==> src/design/tlsplit_pkg.sv <==
// ----------------------------------------------------------------------------
// Text line splitter package
// Shared types and constants for the mixed end-of-line text line splitter.
// ----------------------------------------------------------------------------
package tlsplit_pkg;

  localparam int unsigned UnitW = 16;
  localparam int unsigned MaxRes = 4;

  localparam logic [1:0] TYPE_UNIT = 2'd0;
  localparam logic [1:0] TYPE_EOL  = 2'd1;
  localparam logic [1:0] TYPE_EOS  = 2'd2;

  localparam logic [1:0] REG_CR_CODE   = 2'd0;
  localparam logic [1:0] REG_LF_CODE   = 2'd1;
  localparam logic [1:0] REG_BYTE_SWAP = 2'd2;

  typedef enum logic [2:0] {
    PH_EMPTY  = 3'd0,
    PH_DATA   = 3'd1,
    PH_CR     = 3'd2,
    PH_CRLF   = 3'd3,
    PH_LF     = 3'd4,
    PH_CRCR   = 3'd5,
    PH_CRCRLF = 3'd6
  } phase_e;

  typedef struct packed {
    logic [1:0]       item_type;
    logic [UnitW-1:0] code;
  } res_t;

  // Up to four results; slot 0 goes out first, cnt_m1 is the index of the last.
  typedef struct packed {
    logic [1:0]            cnt_m1;
    res_t [MaxRes-1:0]     res;
  } cmd_t;

endpackage

==> src/design/tlsplit_front.sv <==
// ----------------------------------------------------------------------------
// Text line splitter front end
// Accepts items, applies the byte swap, tracks the line phase and turns each
// item that causes results into a command holding them.
// ----------------------------------------------------------------------------
module tlsplit_front (
  input  logic                          clk_i,
  input  logic                          rst_ni,
  input  logic                          in_valid_i,
  output logic                          in_ready_o,
  input  logic                          kind_i,
  input  logic [tlsplit_pkg::UnitW-1:0] unit_i,
  input  logic [tlsplit_pkg::UnitW-1:0] cr_code_i,
  input  logic [tlsplit_pkg::UnitW-1:0] lf_code_i,
  input  logic                          byte_swap_i,
  input  logic                          q_full_i,
  output logic                          push_o,
  output tlsplit_pkg::cmd_t             cmd_o
);
  import tlsplit_pkg::*;

  phase_e           phase_q, phase_d, start_ph;
  logic [UnitW-1:0] cu;
  logic             is_cr, is_lf, accept, has_res;
  res_t             r_unit, r_cr, r_eol, r_eos;

  assign cu       = byte_swap_i ? {unit_i[7:0], unit_i[15:8]} : unit_i;
  assign is_lf    = (cu == lf_code_i);
  assign is_cr    = (cu == cr_code_i);
  assign start_ph = is_lf ? PH_LF : (is_cr ? PH_CR : PH_DATA);

  assign in_ready_o = !q_full_i;
  assign accept     = in_valid_i && in_ready_o;

  assign r_unit = '{item_type: TYPE_UNIT, code: cu};
  assign r_cr   = '{item_type: TYPE_UNIT, code: cr_code_i};
  assign r_eol  = '{item_type: TYPE_EOL, code: '0};
  assign r_eos  = '{item_type: TYPE_EOS, code: '0};

  always_comb begin
    phase_d = phase_q;
    if (accept) begin
      if (kind_i) begin
        phase_d = PH_EMPTY;
      end else begin
        case (phase_q)
          PH_CR: begin
            if (is_lf) begin
              phase_d = PH_CRLF;
            end else if (is_cr) begin
              phase_d = PH_CRCR;
            end else begin
              phase_d = start_ph;
            end
          end
          PH_CRCR: begin
            phase_d = is_lf ? PH_CRCRLF : start_ph;
          end
          default: phase_d = start_ph;
        endcase
      end
    end
  end

  always_comb begin
    cmd_o   = '0;
    has_res = 1'b1;
    if (kind_i) begin
      case (phase_q)
        PH_EMPTY: begin
          cmd_o.cnt_m1 = 2'd0;
          cmd_o.res[0] = r_eos;
        end
        PH_CRCR: begin
          cmd_o.cnt_m1 = 2'd3;
          cmd_o.res[0] = r_eol;
          cmd_o.res[1] = r_cr;
          cmd_o.res[2] = r_eol;
          cmd_o.res[3] = r_eos;
        end
        default: begin
          cmd_o.cnt_m1 = 2'd1;
          cmd_o.res[0] = r_eol;
          cmd_o.res[1] = r_eos;
        end
      endcase
    end else begin
      case (phase_q)
        PH_CR: begin
          if (is_lf) begin
            cmd_o.cnt_m1 = 2'd0;
            cmd_o.res[0] = r_unit;
          end else if (is_cr) begin
            has_res = 1'b0;
          end else begin
            cmd_o.cnt_m1 = 2'd1;
            cmd_o.res[0] = r_eol;
            cmd_o.res[1] = r_unit;
          end
        end
        PH_CRCR: begin
          if (is_lf) begin
            cmd_o.cnt_m1 = 2'd1;
            cmd_o.res[0] = r_cr;
            cmd_o.res[1] = r_unit;
          end else begin
            cmd_o.cnt_m1 = 2'd3;
            cmd_o.res[0] = r_eol;
            cmd_o.res[1] = r_cr;
            cmd_o.res[2] = r_eol;
            cmd_o.res[3] = r_unit;
          end
        end
        PH_CRLF, PH_LF, PH_CRCRLF: begin
          cmd_o.cnt_m1 = 2'd1;
          cmd_o.res[0] = r_eol;
          cmd_o.res[1] = r_unit;
        end
        default: begin
          cmd_o.cnt_m1 = 2'd0;
          cmd_o.res[0] = r_unit;
        end
      endcase
    end
  end

  assign push_o = accept && has_res;

  always_ff @(posedge clk_i or negedge rst_ni) begin
    if (!rst_ni) begin
      phase_q <= PH_EMPTY;
    end else begin
      phase_q <= phase_d;
    end
  end

endmodule

==> src/design/tlsplit_fifo.sv <==
// ----------------------------------------------------------------------------
// Text line splitter command queue
// Short queue of commands between the front end and the back end.
// ----------------------------------------------------------------------------
module tlsplit_fifo #(
  parameter int unsigned DEPTH = 4
) (
  input  logic              clk_i,
  input  logic              rst_ni,
  input  logic              push_i,
  input  tlsplit_pkg::cmd_t wdata_i,
  input  logic              pop_i,
  output tlsplit_pkg::cmd_t rdata_o,
  output logic              empty_o,
  output logic              full_o
);
  import tlsplit_pkg::*;

  localparam int unsigned PtrW = (DEPTH > 1) ? $clog2(DEPTH) : 1;
  localparam int unsigned CntW = $clog2(DEPTH + 1);
  localparam logic [PtrW-1:0] LastPtr = PtrW'(DEPTH - 1);
  localparam logic [CntW-1:0] FullCnt = CntW'(DEPTH);

  cmd_t            mem_q [DEPTH];
  logic [PtrW-1:0] wr_ptr_q, wr_ptr_d, rd_ptr_q, rd_ptr_d;
  logic [CntW-1:0] cnt_q, cnt_d;
  logic            do_push, do_pop;

  assign empty_o = (cnt_q == '0);
  assign full_o  = (cnt_q == FullCnt);
  assign do_push = push_i && !full_o;
  assign do_pop  = pop_i && !empty_o;
  assign rdata_o = mem_q[rd_ptr_q];

  always_comb begin
    wr_ptr_d = wr_ptr_q;
    rd_ptr_d = rd_ptr_q;
    cnt_d    = cnt_q;
    if (do_push) begin
      wr_ptr_d = (wr_ptr_q == LastPtr) ? '0 : wr_ptr_q + 1'b1;
    end
    if (do_pop) begin
      rd_ptr_d = (rd_ptr_q == LastPtr) ? '0 : rd_ptr_q + 1'b1;
    end
    if (do_push && !do_pop) begin
      cnt_d = cnt_q + 1'b1;
    end else if (do_pop && !do_push) begin
      cnt_d = cnt_q - 1'b1;
    end
  end

  always_ff @(posedge clk_i) begin
    if (do_push) begin
      mem_q[wr_ptr_q] <= wdata_i;
    end
  end

  always_ff @(posedge clk_i or negedge rst_ni) begin
    if (!rst_ni) begin
      wr_ptr_q <= '0;
      rd_ptr_q <= '0;
      cnt_q    <= '0;
    end else begin
      wr_ptr_q <= wr_ptr_d;
      rd_ptr_q <= rd_ptr_d;
      cnt_q    <= cnt_d;
    end
  end

endmodule

==> src/design/tlsplit_back.sv <==
// ----------------------------------------------------------------------------
// Text line splitter back end
// Walks the results of the head command one per cycle into the output
// register while not held, and releases the command after its last result.
// ----------------------------------------------------------------------------
module tlsplit_back (
  input  logic                          clk_i,
  input  logic                          rst_ni,
  input  tlsplit_pkg::cmd_t             head_i,
  input  logic                          empty_i,
  output logic                          pop_o,
  output logic                          out_valid_o,
  input  logic                          out_ready_i,
  output logic [1:0]                    item_type_o,
  output logic [tlsplit_pkg::UnitW-1:0] out_unit_o,
  output logic                          last_o
);
  import tlsplit_pkg::*;

  logic       out_valid_q, out_valid_d, last_q, last_slot, load;
  logic [1:0] idx_q, idx_d;
  res_t       res_q, slot;

  assign load      = !out_valid_q || out_ready_i;
  assign slot      = head_i.res[idx_q];
  assign last_slot = (idx_q == head_i.cnt_m1);
  assign pop_o     = load && !empty_i && last_slot;

  always_comb begin
    idx_d       = idx_q;
    out_valid_d = out_valid_q;
    if (load) begin
      out_valid_d = !empty_i;
      if (!empty_i) begin
        idx_d = last_slot ? 2'd0 : idx_q + 2'd1;
      end
    end
  end

  always_ff @(posedge clk_i) begin
    if (load && !empty_i) begin
      res_q  <= slot;
      last_q <= last_slot;
    end
  end

  always_ff @(posedge clk_i or negedge rst_ni) begin
    if (!rst_ni) begin
      out_valid_q <= 1'b0;
      idx_q       <= 2'd0;
    end else begin
      out_valid_q <= out_valid_d;
      idx_q       <= idx_d;
    end
  end

  assign out_valid_o = out_valid_q;
  assign item_type_o = res_q.item_type;
  assign out_unit_o  = res_q.code;
  assign last_o      = last_q;

  a_idx_in_range: assert property (@(posedge clk_i) disable iff (!rst_ni)
    !empty_i |-> idx_q <= head_i.cnt_m1)
    else $error("Result index runs past the head command.");

  a_idx_restart: assert property (@(posedge clk_i) disable iff (!rst_ni)
    pop_o |=> idx_q == 2'd0)
    else $error("Result index does not restart after a command is released.");

  a_eos_is_last: assert property (@(posedge clk_i) disable iff (!rst_ni)
    out_valid_o && item_type_o == TYPE_EOS |-> last_o)
    else $error("End of stream is not the last result of its item.");

  a_type_legal: assert property (@(posedge clk_i) disable iff (!rst_ni)
    out_valid_o |-> item_type_o != 2'd3)
    else $error("Unknown result type on the output.");

endmodule

==> src/design/text_line_splitter_mixed_eol.sv <==
// ----------------------------------------------------------------------------
// Mixed end-of-line text line splitter
// Splits a stream of text code units into lines ended by LF, CR, CR LF or
// CR CR LF, passing every unit on with end-of-line and end-of-stream markers.
// ----------------------------------------------------------------------------
// The block takes one item per cycle while its queue is not full and gives one
// result per cycle while out_ready_i is high. Most items cause exactly one
// result, so plain text flows at one item per clock. An item with more results
// holds the output until all are out; a held second CR causes none. A queue of
// QUEUE_DEPTH commands between the classifying front end and the output stage
// absorbs those bursts, and in_ready_o drops only while that queue is full.
// Results pass the queue and then the output register. Configuration registers
// sit at byte addresses 0 (cr_code), 4 (lf_code) and 8 (byte_swap).
module text_line_splitter_mixed_eol #(
  parameter int unsigned QUEUE_DEPTH = 4
) (
  input  logic                          clk_i,
  input  logic                          rst_ni,
  input  logic                          psel,
  input  logic                          penable,
  input  logic                          pwrite,
  input  logic [3:0]                    paddr,
  input  logic [31:0]                   pwdata,
  output logic [31:0]                   prdata,
  output logic                          pready,
  input  logic                          in_valid_i,
  output logic                          in_ready_o,
  input  logic                          kind_i,
  input  logic [tlsplit_pkg::UnitW-1:0] unit_i,
  output logic                          out_valid_o,
  input  logic                          out_ready_i,
  output logic [1:0]                    item_type_o,
  output logic [tlsplit_pkg::UnitW-1:0] out_unit_o,
  output logic                          last_o
);
  import tlsplit_pkg::*;

  logic [UnitW-1:0] cr_code_q, lf_code_q;
  logic             byte_swap_q, wr_en, push, pop, q_empty, q_full;
  cmd_t             push_cmd, head_cmd;

  assign pready = 1'b1;
  assign wr_en  = psel && penable && pwrite && pready;

  always_ff @(posedge clk_i or negedge rst_ni) begin
    if (!rst_ni) begin
      cr_code_q   <= UnitW'(13);
      lf_code_q   <= UnitW'(10);
      byte_swap_q <= 1'b0;
    end else if (wr_en) begin
      case (paddr[3:2])
        REG_CR_CODE:   cr_code_q   <= pwdata[UnitW-1:0];
        REG_LF_CODE:   lf_code_q   <= pwdata[UnitW-1:0];
        REG_BYTE_SWAP: byte_swap_q <= pwdata[0];
        default: ;
      endcase
    end
  end

  always_comb begin
    case (paddr[3:2])
      REG_CR_CODE:   prdata = {16'd0, cr_code_q};
      REG_LF_CODE:   prdata = {16'd0, lf_code_q};
      REG_BYTE_SWAP: prdata = {31'd0, byte_swap_q};
      default:       prdata = '0;
    endcase
  end

  tlsplit_front u_front (
    .clk_i       (clk_i),
    .rst_ni      (rst_ni),
    .in_valid_i  (in_valid_i),
    .in_ready_o  (in_ready_o),
    .kind_i      (kind_i),
    .unit_i      (unit_i),
    .cr_code_i   (cr_code_q),
    .lf_code_i   (lf_code_q),
    .byte_swap_i (byte_swap_q),
    .q_full_i    (q_full),
    .push_o      (push),
    .cmd_o       (push_cmd)
  );

  tlsplit_fifo #(
    .DEPTH (QUEUE_DEPTH)
  ) u_fifo (
    .clk_i   (clk_i),
    .rst_ni  (rst_ni),
    .push_i  (push),
    .wdata_i (push_cmd),
    .pop_i   (pop),
    .rdata_o (head_cmd),
    .empty_o (q_empty),
    .full_o  (q_full)
  );

  tlsplit_back u_back (
    .clk_i       (clk_i),
    .rst_ni      (rst_ni),
    .head_i      (head_cmd),
    .empty_i     (q_empty),
    .pop_o       (pop),
    .out_valid_o (out_valid_o),
    .out_ready_i (out_ready_i),
    .item_type_o (item_type_o),
    .out_unit_o  (out_unit_o),
    .last_o      (last_o)
  );

endmodule
==> config.mk <==
export PLATFORM = sky130hd
export DESIGN_NAME = text_line_splitter_mixed_eol
export DESIGN_NICKNAME = d
export VERILOG_FILES = /design/src/design/tlsplit_pkg.sv /design/src/design/tlsplit_front.sv /design/src/design/tlsplit_fifo.sv /design/src/design/tlsplit_back.sv /design/src/design/text_line_splitter_mixed_eol.sv
export SDC_FILE = /design/constraint.sdc
export NUM_CORES = 1
export LEC_CHECK = 0
export BUFFER_PORTS_ARGS = -buffer_cell sky130_fd_sc_hd__buf_2
export CORE_UTILIZATION = 60
export DETAILED_ROUTE_END_ITERATION = 6
export PLACE_DENSITY = 0.8
export SLEW_MARGIN = 0
export SYNTH_ARGS = -nofsm -noshare
export SYNTH_HDL_FRONTEND = slang
export SYNTH_SLANG_ARGS = --single-unit
==> constraint.sdc <==
create_clock -name clk_i -period 9.1 [get_ports clk_i]
set_input_delay 1.82 -clock clk_i [delete_from_list [all_inputs] [get_ports clk_i]]
set_output_delay 1.82 -clock clk_i [all_outputs]
set_load 0.01 [all_outputs]
==> summary.md, run 1 <==
| Metric | Value |
|---|---|
| Setup crit end kind | flop |
| Row count | 53 |
| FFs w/ async S/R, synth | 16.1% |
| Synth Flop Type | edfxtp_1 |
| Total grt overflow | 0 |
| Mapped Cells | 835 |
| Top-area cell type share of the netlist area | 55.2% |
| Routed wire length | 28100 um |
| Max stage delay on crit path | 0.62 ns |
| Post-route DRC | 0 |
| TNS Setup | 0 ns |
| Initial antenna violation count | 0 |
| H-tree Lvls | 1 |
| Via count | 7578 |
| Peak supply drop | 0.200 mV |
| Placer's final routability congestion estimate | 0.830 |
| Die Wd | 149 um |
| Skew-Pair Late Insertion Delay | 0.54 ns |
| CTS resizes | 0 |
| Buffers on Ports | 78 |
| ANT nets after route | 0 |
| Slowest stage cell, crit path | and2_2 |
| Status | finished clean |
| Fraction of layout cells with a size suffix above 1 | 31.0% |
| CP startpoint | unit_i[15] |
| Vias in the first global route | 7399 |
| DR pass1 iterations | 5 |
| Setup CP Type | in -> reg |
| Tcrit/Tclk final | 54.9% |
| Clock transition at path regs | 0.06 ns |
| Hold Violations, Final | 0 |
| IO Pins | 114 |
| Max-slew violation count | 0 |
| Period minus WS final | 5.00 ns |
| P&R area growth vs syn | 11.9% |
| Routed len/inst | 23.3 um |
| Tot GR Track Use | 26.0% |
| PwrDens | 306 nW/um2 |
| RR Startpoint | byte_swap_q |
| First-pass GRT wire length | 43100 um |
| Core area | 21200 um2 |
| Crit Path Max Fanout | 32 |
| Post-CTS Setup Inserts | 0 |
| CTS max path bufs | 3 |
| Largest net degree at the start of global routing | 58 |
| Mapped Avg Cell Area | 15.6 um2 |
| HP Start | u_fifo.cnt_q[2] |
| Leading post-synthesis cells by cell area | edfxtp_1, mux4_2, dfrtp_1 |
| Die area | 22300 um2 |
| Skew final | 0.0123 ns |
| Utilization after layout | 68.8% |
| Drt via density | 6.29 |
| Ant diodes | 0 |
| Most numerous cell in the Yosys netlist | edfxtp_1 |
| Total clock sinks | 285 |
| WP data required | 9.28 ns |
| Number of DRC markers in iteration 0 | 676 |
| # hold bufs at CTS | 0 |
| Post-synth top cells | edfxtp_1, nor2_1, mux4_2, mux2_2, dfrtp_1 |
| Achievable Freq | 200 MHz |
| Layout net count | 974 |
| Synthesis Warnings | 0 |
| Post-synth top area cell | edfxtp_1 |
| Num CTS Buffers | 29 |
| Post-synth EDFFs | 239 |
| Die height | 149 um |
| RSZ-0062 raised after global routing | false |
| Number of max-cap violations | 0 |
| Root buffer cell | clkbuf_16 |
| CP startpoint kind | input port |
| Crit path cell chain | buf_2, mux2i_1, xnor2_1, nor4_2, nand4_2, or3_1, and2_4, a31oi_4, and2_2, buf_4 |
| Setup ws final | 4.10 ns |
| Hold slack | 0.503 ns |
| Slew @ Worst Pin | 1.14 ns |
| Syn Std Cell Area | 13000 um2 |
| Setup violators final | 0 |
| Initial Util | 61.5% |
| Static Leak | 5.34 nW |
| DP HPWL | 16700 um |
| Min-delay worst type | reg -> reg |
| Yosys reg bits | 285 |
| Count of cell types in the netlist | 59 |
| Relative slew slack | 23.7% |
| CTS tree | done |
| Setup WS pre-CTS | 3.59 ns |
| Seq/Total Area, Yosys | 64.0% |
| Crit path arrival time | 5.18 ns |
final cells by class:
cell class / instances / area (um2)
clock buffers: 31 / 733
clock inverters: 22 / 241
fillers: 1401 / 6600
inverters: 25 / 93.8
multi-input cells: 473 / 4300
flip-flops and latches: 285 / 8340
well taps: 275 / 344
repair buffers: 93 / 503
power breakdown:
group          switching, W  internal [W]  leakage (nW)
logic              0.000669      0.000591          2.06
clock network      0.000491      0.000724         0.478
registers          0.000192       0.00178          2.81
kinds of logic (layout without fill, tap and decap cells):
group	Yosys count	in the layout	synth area share, %
mux	144	144	17.1
flops	285	285	64.0
other cells	2	17	0.0577
compound gates	100	100	5.65
xor+xnor	20	20	1.35
fa+ha+maj	7	7	0.731
simple gates	185	185	7.60
buf+inv	92	171	3.47
per-stage QoR:
| step | cell area (um2) | instances | total power, W |
|---|---|---|---|
| after CTS | 14600 | 1204 | 0.00446 |
| after floorplan | 13100 | 850 | 0.00285 |
| after detailed placement | 13600 | 1151 | 0.00324 |
| after global routing | 14600 | 1204 | 0.00463 |
| final | 14600 | 1204 | 0.00445 |
| after global placement | 13600 | 1151 | 0.00320 |
flip-flops by register name (all words and copies together) (netlist names):
register / cells
u_fifo.mem_q: 220
cr_code_q: 16
lf_code_q: 16
u_back.out_unit_o: 16
u_fifo.cnt_q: 3
u_front.phase_q: 3
u_back.idx_q: 2
u_back.item_type_o: 2
u_fifo.rd_ptr_q: 2
u_fifo.wr_ptr_q: 2
byte_swap_q: 1
u_back.last_o: 1
u_back.out_valid_o: 1
final timing paths:
| kind | depth (start not counted) | slack, ns | end |
|---|---|---|---|
| worst max-delay path | 10 | 4.10 | u_fifo.mem_q[3][57] |
| worst min-delay path | 1 | 0.50 | u_fifo.cnt_q[2] |
| worst max register to register | 10 | 4.24 | u_fifo.mem_q[3][57] |
| worst min register to register | 1 | 0.50 | u_fifo.cnt_q[2] |
| max in group asynchronous | 2 | 7.19 | u_fifo.rd_ptr_q[0] |
| min in group asynchronous | 2 | 1.39 | lf_code_q[13] |
metal layers:
| layer | part of all wire (%) | track usage (%) | up-vias |
|---|---|---|---|
| li1 | - | - | 3339 |
| met1 | 42 | 38.4 | 3782 |
| met2 | 47 | 40.3 | 404 |
| met3 | 8.5 | 4.34 | 53 |
| met4 | 2.2 | 7.60 | 0 |
| met5 | 0 | 0 | - |
cell usage in the layout, fill, tap and decap left out, types with 7 or more instances in the layout:
cell         n
edfxtp_1   239
buf_2       78
nor2_1      74
mux4_2      55
mux2_2      52
dfrtp_1     39
nand2_1     37
mux2i_1     32
clkbuf_16   29
inv_1       25
nor4bb_1    23
o21ai_0     18
a22o_1      17
a22oi_1     17
conb_1      17
xnor2_1     15
buf_4       15
a21oi_1     12
o21ai_2     10
clkinv_2     9
nor3_1       7
critical path: cells and delay by family:
family	cells	cell delay, ns
XOR/XNOR	1	0.14
buffers and inverters	2	0.68
AND/OR/NAND/NOR	5	1.73
AO/OA/AOI/OAI	1	0.32
multiplexers	1	0.42
Power figures use the tool's default switching activity.
==> run 2, diff against run 1 <==
--- a/config.mk
+++ b/config.mk
@@ -5,10 +5,11 @@
 export SDC_FILE = /design/constraint.sdc
 export NUM_CORES = 1
 export LEC_CHECK = 0
+export ABC_AREA = 1
 export BUFFER_PORTS_ARGS = -buffer_cell sky130_fd_sc_hd__buf_2
-export CORE_UTILIZATION = 60
+export CORE_UTILIZATION = 54
 export DETAILED_ROUTE_END_ITERATION = 6
-export PLACE_DENSITY = 0.8
+export PLACE_DENSITY = 0.76
 export SLEW_MARGIN = 0
 export SYNTH_ARGS = -nofsm -noshare
 export SYNTH_HDL_FRONTEND = slang
==> constraint.sdc (replaced) <==
create_clock -name clk_i -period 4 [get_ports clk_i]
set_input_delay 0.8 -clock clk_i [delete_from_list [all_inputs] [get_ports clk_i]]
set_output_delay 0.8 -clock clk_i [all_outputs]
set_load 0.01 [all_outputs]
==> run 2 against run 1 <==
Global-route usage down 0.37 points. Combinational power grew to 2.8 times the previous value. Synthesized area increased by 6.4%. Via count grew 39%. First-iteration DRC count grew 62%. Clock power grew 120%. Sequential power is 120% higher. Non-clock buffer count grew 13. Synthesized cell count up 73%. Setup slack worse by 3.6 ns.
==> summary.md, run 2 <==
| Metric | Value |
|---|---|
| Commonest non-fill, non-tap cell in the layout | nand2_1 |
| Static Leak | 6.48 nW |
| Slew @ Worst Pin | 0.999 ns |
| Synthesis Warnings | 0 |
| # hold bufs at CTS | 0 |
| Ant diodes | 0 |
| Skew-Pair Late Insertion Delay | 0.55 ns |
| WP data required | 4.46 ns |
| CTS resizes | 0 |
| Peak supply drop | 0.349 mV |
| Initial antenna violation count | 0 |
| Comb pwr share | 33.8% |
| Setup WS pre-CTS | 0.373 ns |
| Setup ws final | 0.542 ns |
| Count of cell types in the netlist | 34 |
| CTS max path bufs | 3 |
| DR pass1 iterations | 7 |
| Syn Std Cell Area | 13800 um2 |
| CTS tree | done |
| Max reg flops | 220 |
| Post-synth top area cell | edfxtp_1 |
| Synth Flop Type | edfxtp_1 |
| Post-synth top cells | nand2_1, edfxtp_1, nor2_1, o21ai_0, nand3_1 |
| RR Startpoint | byte_swap_q |
| Total grt overflow | 0 |
| Tcrit/Tclk final | 86.5% |
| P&R area growth vs syn | 11.6% |
| Tot GR Track Use | 25.7% |
| Min-delay worst type | in -> async |
| Sw Share | 36.3% |
| Fraction of layout cells with a size suffix above 1 | 14.3% |
| Seq/Total Area, Yosys | 60.2% |
| Max-slew violation count | 0 |
| Slowest stage cell, crit path | inv_2 |
| Root buffer cell | clkbuf_16 |
| Num CTS Buffers | 28 |
| Post-route DRC | 0 |
| Die area | 26300 um2 |
| Die height | 162 um |
| Tot Pwr | 0.0105 W |
| RSZ-0062 raised after global routing | false |
| Int Power | 0.00670 W |
| PwrDens | 681 nW/um2 |
| Largest net degree at the start of global routing | 71 |
| H-tree Lvls | 1 |
| Placer's final routability congestion estimate | 0.925 |
| Hold slack | 0.248 ns |
| Clock transition at path regs | 0.06 ns |
| Core area | 25200 um2 |
| CP startpoint kind | flop |
| Setup CP Type | reg -> reg |
| IO Pins | 114 |
| Row count | 58 |
| DP HPWL | 21300 um |
| Mapped Avg Cell Area | 9.61 um2 |
| Routed len/inst | 18.0 um |
| Most frequent cells in the layout | nand2_1, edfxtp_1, nor2_1 |
| Initial Util | 55.0% |
| Via count | 10500 |
| Yosys reg bits | 285 |
| Post-CTS Setup Inserts | 0 |
| Switching Power | 0.00382 W |
| Crit path cell chain | inv_2, nand2_1, nand3_1, nand2_1, nor2_1, nand2_2, nor2_8, nand2_4, nand4_1, nand2_2, inv_1, ha_1, inv_1, fa_1, nor2_1, nor2_1, nand2_1, xor2_1 |
| Vias in the first global route | 9803 |
| Most numerous cell in the Yosys netlist | nand2_1 |
| Most flops, register | u_fifo.mem_q |
| Setup crit end kind | flop |
| Leading post-synthesis cells by cell area | edfxtp_1, nand2_1, dfrtp_1 |
| Routed wire length | 33200 um |
| Clock power frac | 25.3% |
| Total clock sinks | 285 |
| Crit Path Max Fanout | 21 |
| First-pass GRT wire length | 52300 um |
| FFs w/ async S/R, synth | 16.1% |
| Achievable Freq | 289 MHz |
| Number of max-cap violations | 0 |
| Buffers on Ports | 78 |
| Mapped Cells | 1441 |
| Status | finished clean |
| Top-area cell type share of the netlist area | 51.8% |
| CP startpoint | byte_swap_q |
| Reg power frac | 40.9% |
| Post-synth EDFFs | 239 |
| Drt via density | 5.72 |
| Number of DRC markers in iteration 0 | 1093 |
| Skew final | 0.0170 ns |
| ANT nets after route | 0 |
| Hold Violations, Final | 0 |
| Max stage delay on crit path | 0.40 ns |
| Crit path arrival time | 3.91 ns |
| Relative slew slack | 33.3% |
| Period minus WS final | 3.46 ns |
| Die Wd | 162 um |
| Layout net count | 1559 |
| Setup violators final | 0 |
## run 2: cell types whose count changed in the layout (fill, tap and decap cells not counted), moves of 55 or more
| cell | delta |
|---|---|
| mux4_2 | -55 |
| o21ai_0 | +132 |
| nand2_1 | +272 |
| inv_1 | +85 |
| nor2_1 | +85 |
| nand3_1 | +145 |
## run 2: logic make-up after synthesis
kind of cell | after synthesis | share of synthesized area, %
buf+inv | 224 | 7.15
fa+ha+maj | 7 | 0.687
compound gates | 234 | 9.74
simple gates | 685 | 21.9
other cells | 2 | 0.0542
flops | 285 | 60.2
xor+xnor | 4 | 0.253
## run 2: area by class of cell
cell class,instances,area (um2)
inverters,124,465
clock buffers,39,803
fillers,2040,9730
flip-flops and latches,285,8340
multi-input cells,947,4620
well taps,330,413
repair buffers,106,676
clock inverters,11,134
## run 2: through the flow
stage	cells	TNS, ns	instance area (um2)	util (%)
finish	1842	0	15400	61.4
global route	1842	0	15400	61.4
CTS	1842	0	15400	61.4
detailed placement	1792	0	14500	57.6
global placement	1792	0	14500	57.6
floorplan	1456	-162.34	13900	-
## run 2: critical path: cells and delay by family, from the launching register on
| kind | cells | cell delay [ns] |
|---|---|---|
| adder cells (fa/ha/maj) | 2 | 0.53 |
| XOR/XNOR | 1 | 0.16 |
| AND/OR/NAND/NOR | 12 | 1.69 |
| buffers and inverters | 3 | 0.57 |
| flip-flops | 1 | 0.39 |
## run 2: worst paths after layout
path	depth (start not counted)	slack, ns	to
setup / recovery	18	0.54	u_fifo.cnt_q[2]
hold / removal	1	0.25	lf_code_q[0]
setup reg to reg	18	0.54	u_fifo.cnt_q[2]
hold reg to reg	2	0.51	lf_code_q[14]
max in group asynchronous	2	2.99	u_fifo.cnt_q[1]
min in group clk_i	2	0.46	u_back.out_valid_o
## run 2: metal layers
metal  share of wire, %  GRT usage [%]
met5                  0              0
met4                2.3           8.02
met3                8.8           2.96
met2                 47           41.6
met1                 42           36.4
## run 2: power groups by stage
| stage | Combinational (W) | Sequential [W] | Clock (W) |
|---|---|---|---|
| after floorplan | 0.00231 | 0.00438 | 0 |
| after global placement | 0.00343 | 0.00434 | 0 |
| after detailed placement | 0.00352 | 0.00435 | 0 |
| after CTS | 0.00355 | 0.00430 | 0.00268 |
| after global routing | 0.00395 | 0.00435 | 0.00281 |
| final | 0.00355 | 0.00430 | 0.00266 |
==> run 3, diff against run 2 <==
--- a/config.mk
+++ b/config.mk
@@ -7,6 +7,7 @@
 export LEC_CHECK = 0
 export ABC_AREA = 1
 export BUFFER_PORTS_ARGS = -buffer_cell sky130_fd_sc_hd__buf_2
+export CORE_ASPECT_RATIO = 0.5
 export CORE_UTILIZATION = 54
 export DETAILED_ROUTE_END_ITERATION = 6
 export PLACE_DENSITY = 0.76
==> run 3 against run 2 <==
Via count is 2.1% higher. Non-clock buffer count shrank 1. Worst hold slack improved by 0.15 ns. Power down 2.4%. Register-to-register slack about the same. Utilization rose by 0.88 points.
==> summary.md, run 3 (synthesis gave the netlist of run 2 again) <==
| Metric | Value |
|---|---|
| Tot GR Track Use | 27.3% |
| First-pass GRT wire length | 54900 um |
| Die height | 115 um |
| Number of DRC markers in iteration 0 | 1288 |
| ANT nets after route | 0 |
| P&R area growth vs syn | 10.4% |
| Ant diodes | 0 |
| Skew-Pair Late Insertion Delay | 0.55 ns |
| Setup WS pre-CTS | 0.532 ns |
| Number of max-cap violations | 0 |
| Initial antenna violation count | 0 |
| PwrDens | 671 nW/um2 |
| Row count | 40 |
| Slew @ Worst Pin | 0.960 ns |
| Most frequent cells in the layout | nand2_1, edfxtp_1, nor2_1 |
| Skew final | 0.0119 ns |
| Min-delay worst type | in -> async |
| Layout net count | 1556 |
| # hold bufs at CTS | 0 |
| Setup crit end kind | flop |
| Achievable Freq | 290 MHz |
| Layout fillers | 1941 |
| Clock transition at path regs | 0.07 ns |
| Commonest non-fill, non-tap cell in the layout | nand2_1 |
| Core area | 24600 um2 |
| Via count | 10800 |
| Post-CTS Setup Inserts | 0 |
| RSZ-0062 raised after global routing | false |
| Routed wire length | 35900 um |
| Static Leak | 6.41 nW |
| CTS resizes | 0 |
| Initial Util | 56.3% |
| DP HPWL | 22700 um |
| Crit path arrival time | 3.88 ns |
| Setup CP Type | reg -> reg |
| Die Wd | 228 um |
| Buffers on Ports | 78 |
| Relative slew slack | 35.9% |
| Total clock sinks | 285 |
| Largest net degree at the start of global routing | 95 |
| Total grt overflow | 0 |
| Most flops, register | u_fifo.mem_q |
| Fraction of layout cells with a size suffix above 1 | 14.0% |
| CP startpoint kind | flop |
| CTS max path bufs | 3 |
| Utilization after layout | 62.2% |
| Drt via density | 5.84 |
| Placed cell count | 1797 |
| WP data required | 4.43 ns |
| Setup ws final | 0.556 ns |
| Non-filler cells in the finished layout | 1844 |
| Die area | 26300 um2 |
| Peak supply drop | 0.436 mV |
| Vias in the first global route | 9914 |
| Max-slew violation count | 0 |
| DR pass1 iterations | 6 |
| H-tree Lvls | 1 |
| Tcrit/Tclk final | 86.1% |
| Routed len/inst | 19.5 um |
| Hold Violations, Final | 0 |
| TNS Setup | 0 ns |
| Status | finished clean |
| Root buffer cell | clkbuf_16 |
| Crit Path Max Fanout | 21 |
| Post-route DRC | 0 |
| IO Pins | 114 |
| Setup violators final | 0 |
| Max reg flops | 220 |
| CTS tree | done |
| Placer's final routability congestion estimate | 0.883 |
| Num CTS Buffers | 26 |
| Period minus WS final | 3.44 ns |
-- run 3: final cells by class --
cell class	count	area, um2	area share (%)
Multi-Input combinational cell	947	4620	30.2
Inverter	124	465	3.04
Timing Repair Buffer	105	643	4.21
Clock inverter	18	143	0.933
Clock buffer	29	662	4.33
Sequential cell	285	8340	54.5
Tap cell	336	420	2.75
-- run 3: power breakdown --
part	switching (W)	internal [W]
Clock	0.00110	0.00127
Sequential	0.000274	0.00406
Combinational	0.00253	0.00103
Total	0.00390	0.00636
-- run 3: per-stage QoR --
step,instance area [um2],total power (W),hold slack (ns)
after floorplan,13900,0.00670,0.471
final,15300,0.0103,0.400
after global routing,15300,0.0108,0.416
after detailed placement,14500,0.00788,0.502
after global placement,14500,0.00774,0.492
after CTS,15300,0.0102,0.376
-- run 3: worst max-delay path, stage by stage (launching register included) --
cell,delay [ns]
dfrtp_1,0.39
inv_2,0.41
nand2_2,0.16
nand2_2,0.18
inv_1,0.11
nand2_1,0.07
nand2_1,0.05
nor2_1,0.15
nand2_1,0.09
nor2_1,0.08
nand2_1,0.08
inv_1,0.10
nand4_1,0.18
nand2_2,0.29
inv_1,0.11
ha_1,0.19
inv_1,0.10
fa_1,0.43
nor2_1,0.10
a21oi_1,0.05
-- run 3: worst paths after layout --
| path | start | end | slack, ns | depth (start not counted) |
|---|---|---|---|---|
| min in group clk_i | out_ready_i | u_back.out_valid_o | 0.45 | 2 |
| worst min-delay path | rst_ni | lf_code_q[5] | 0.40 | 1 |
| worst max register to register | byte_swap_q | u_fifo.cnt_q[1] | 0.56 | 19 |
| worst min register to register | lf_code_q[3] | lf_code_q[3] | 0.51 | 2 |
| worst max-delay path | byte_swap_q | u_fifo.cnt_q[1] | 0.56 | 19 |
| max in group asynchronous | rst_ni | lf_code_q[1] | 2.70 | 2 |
-- run 3: layer usage --
layer,GRT usage (%),wire length [um]
met5,0,0
met3,6.50,4180
met2,42.7,15900
met1,39.1,15300
met4,5.64,535
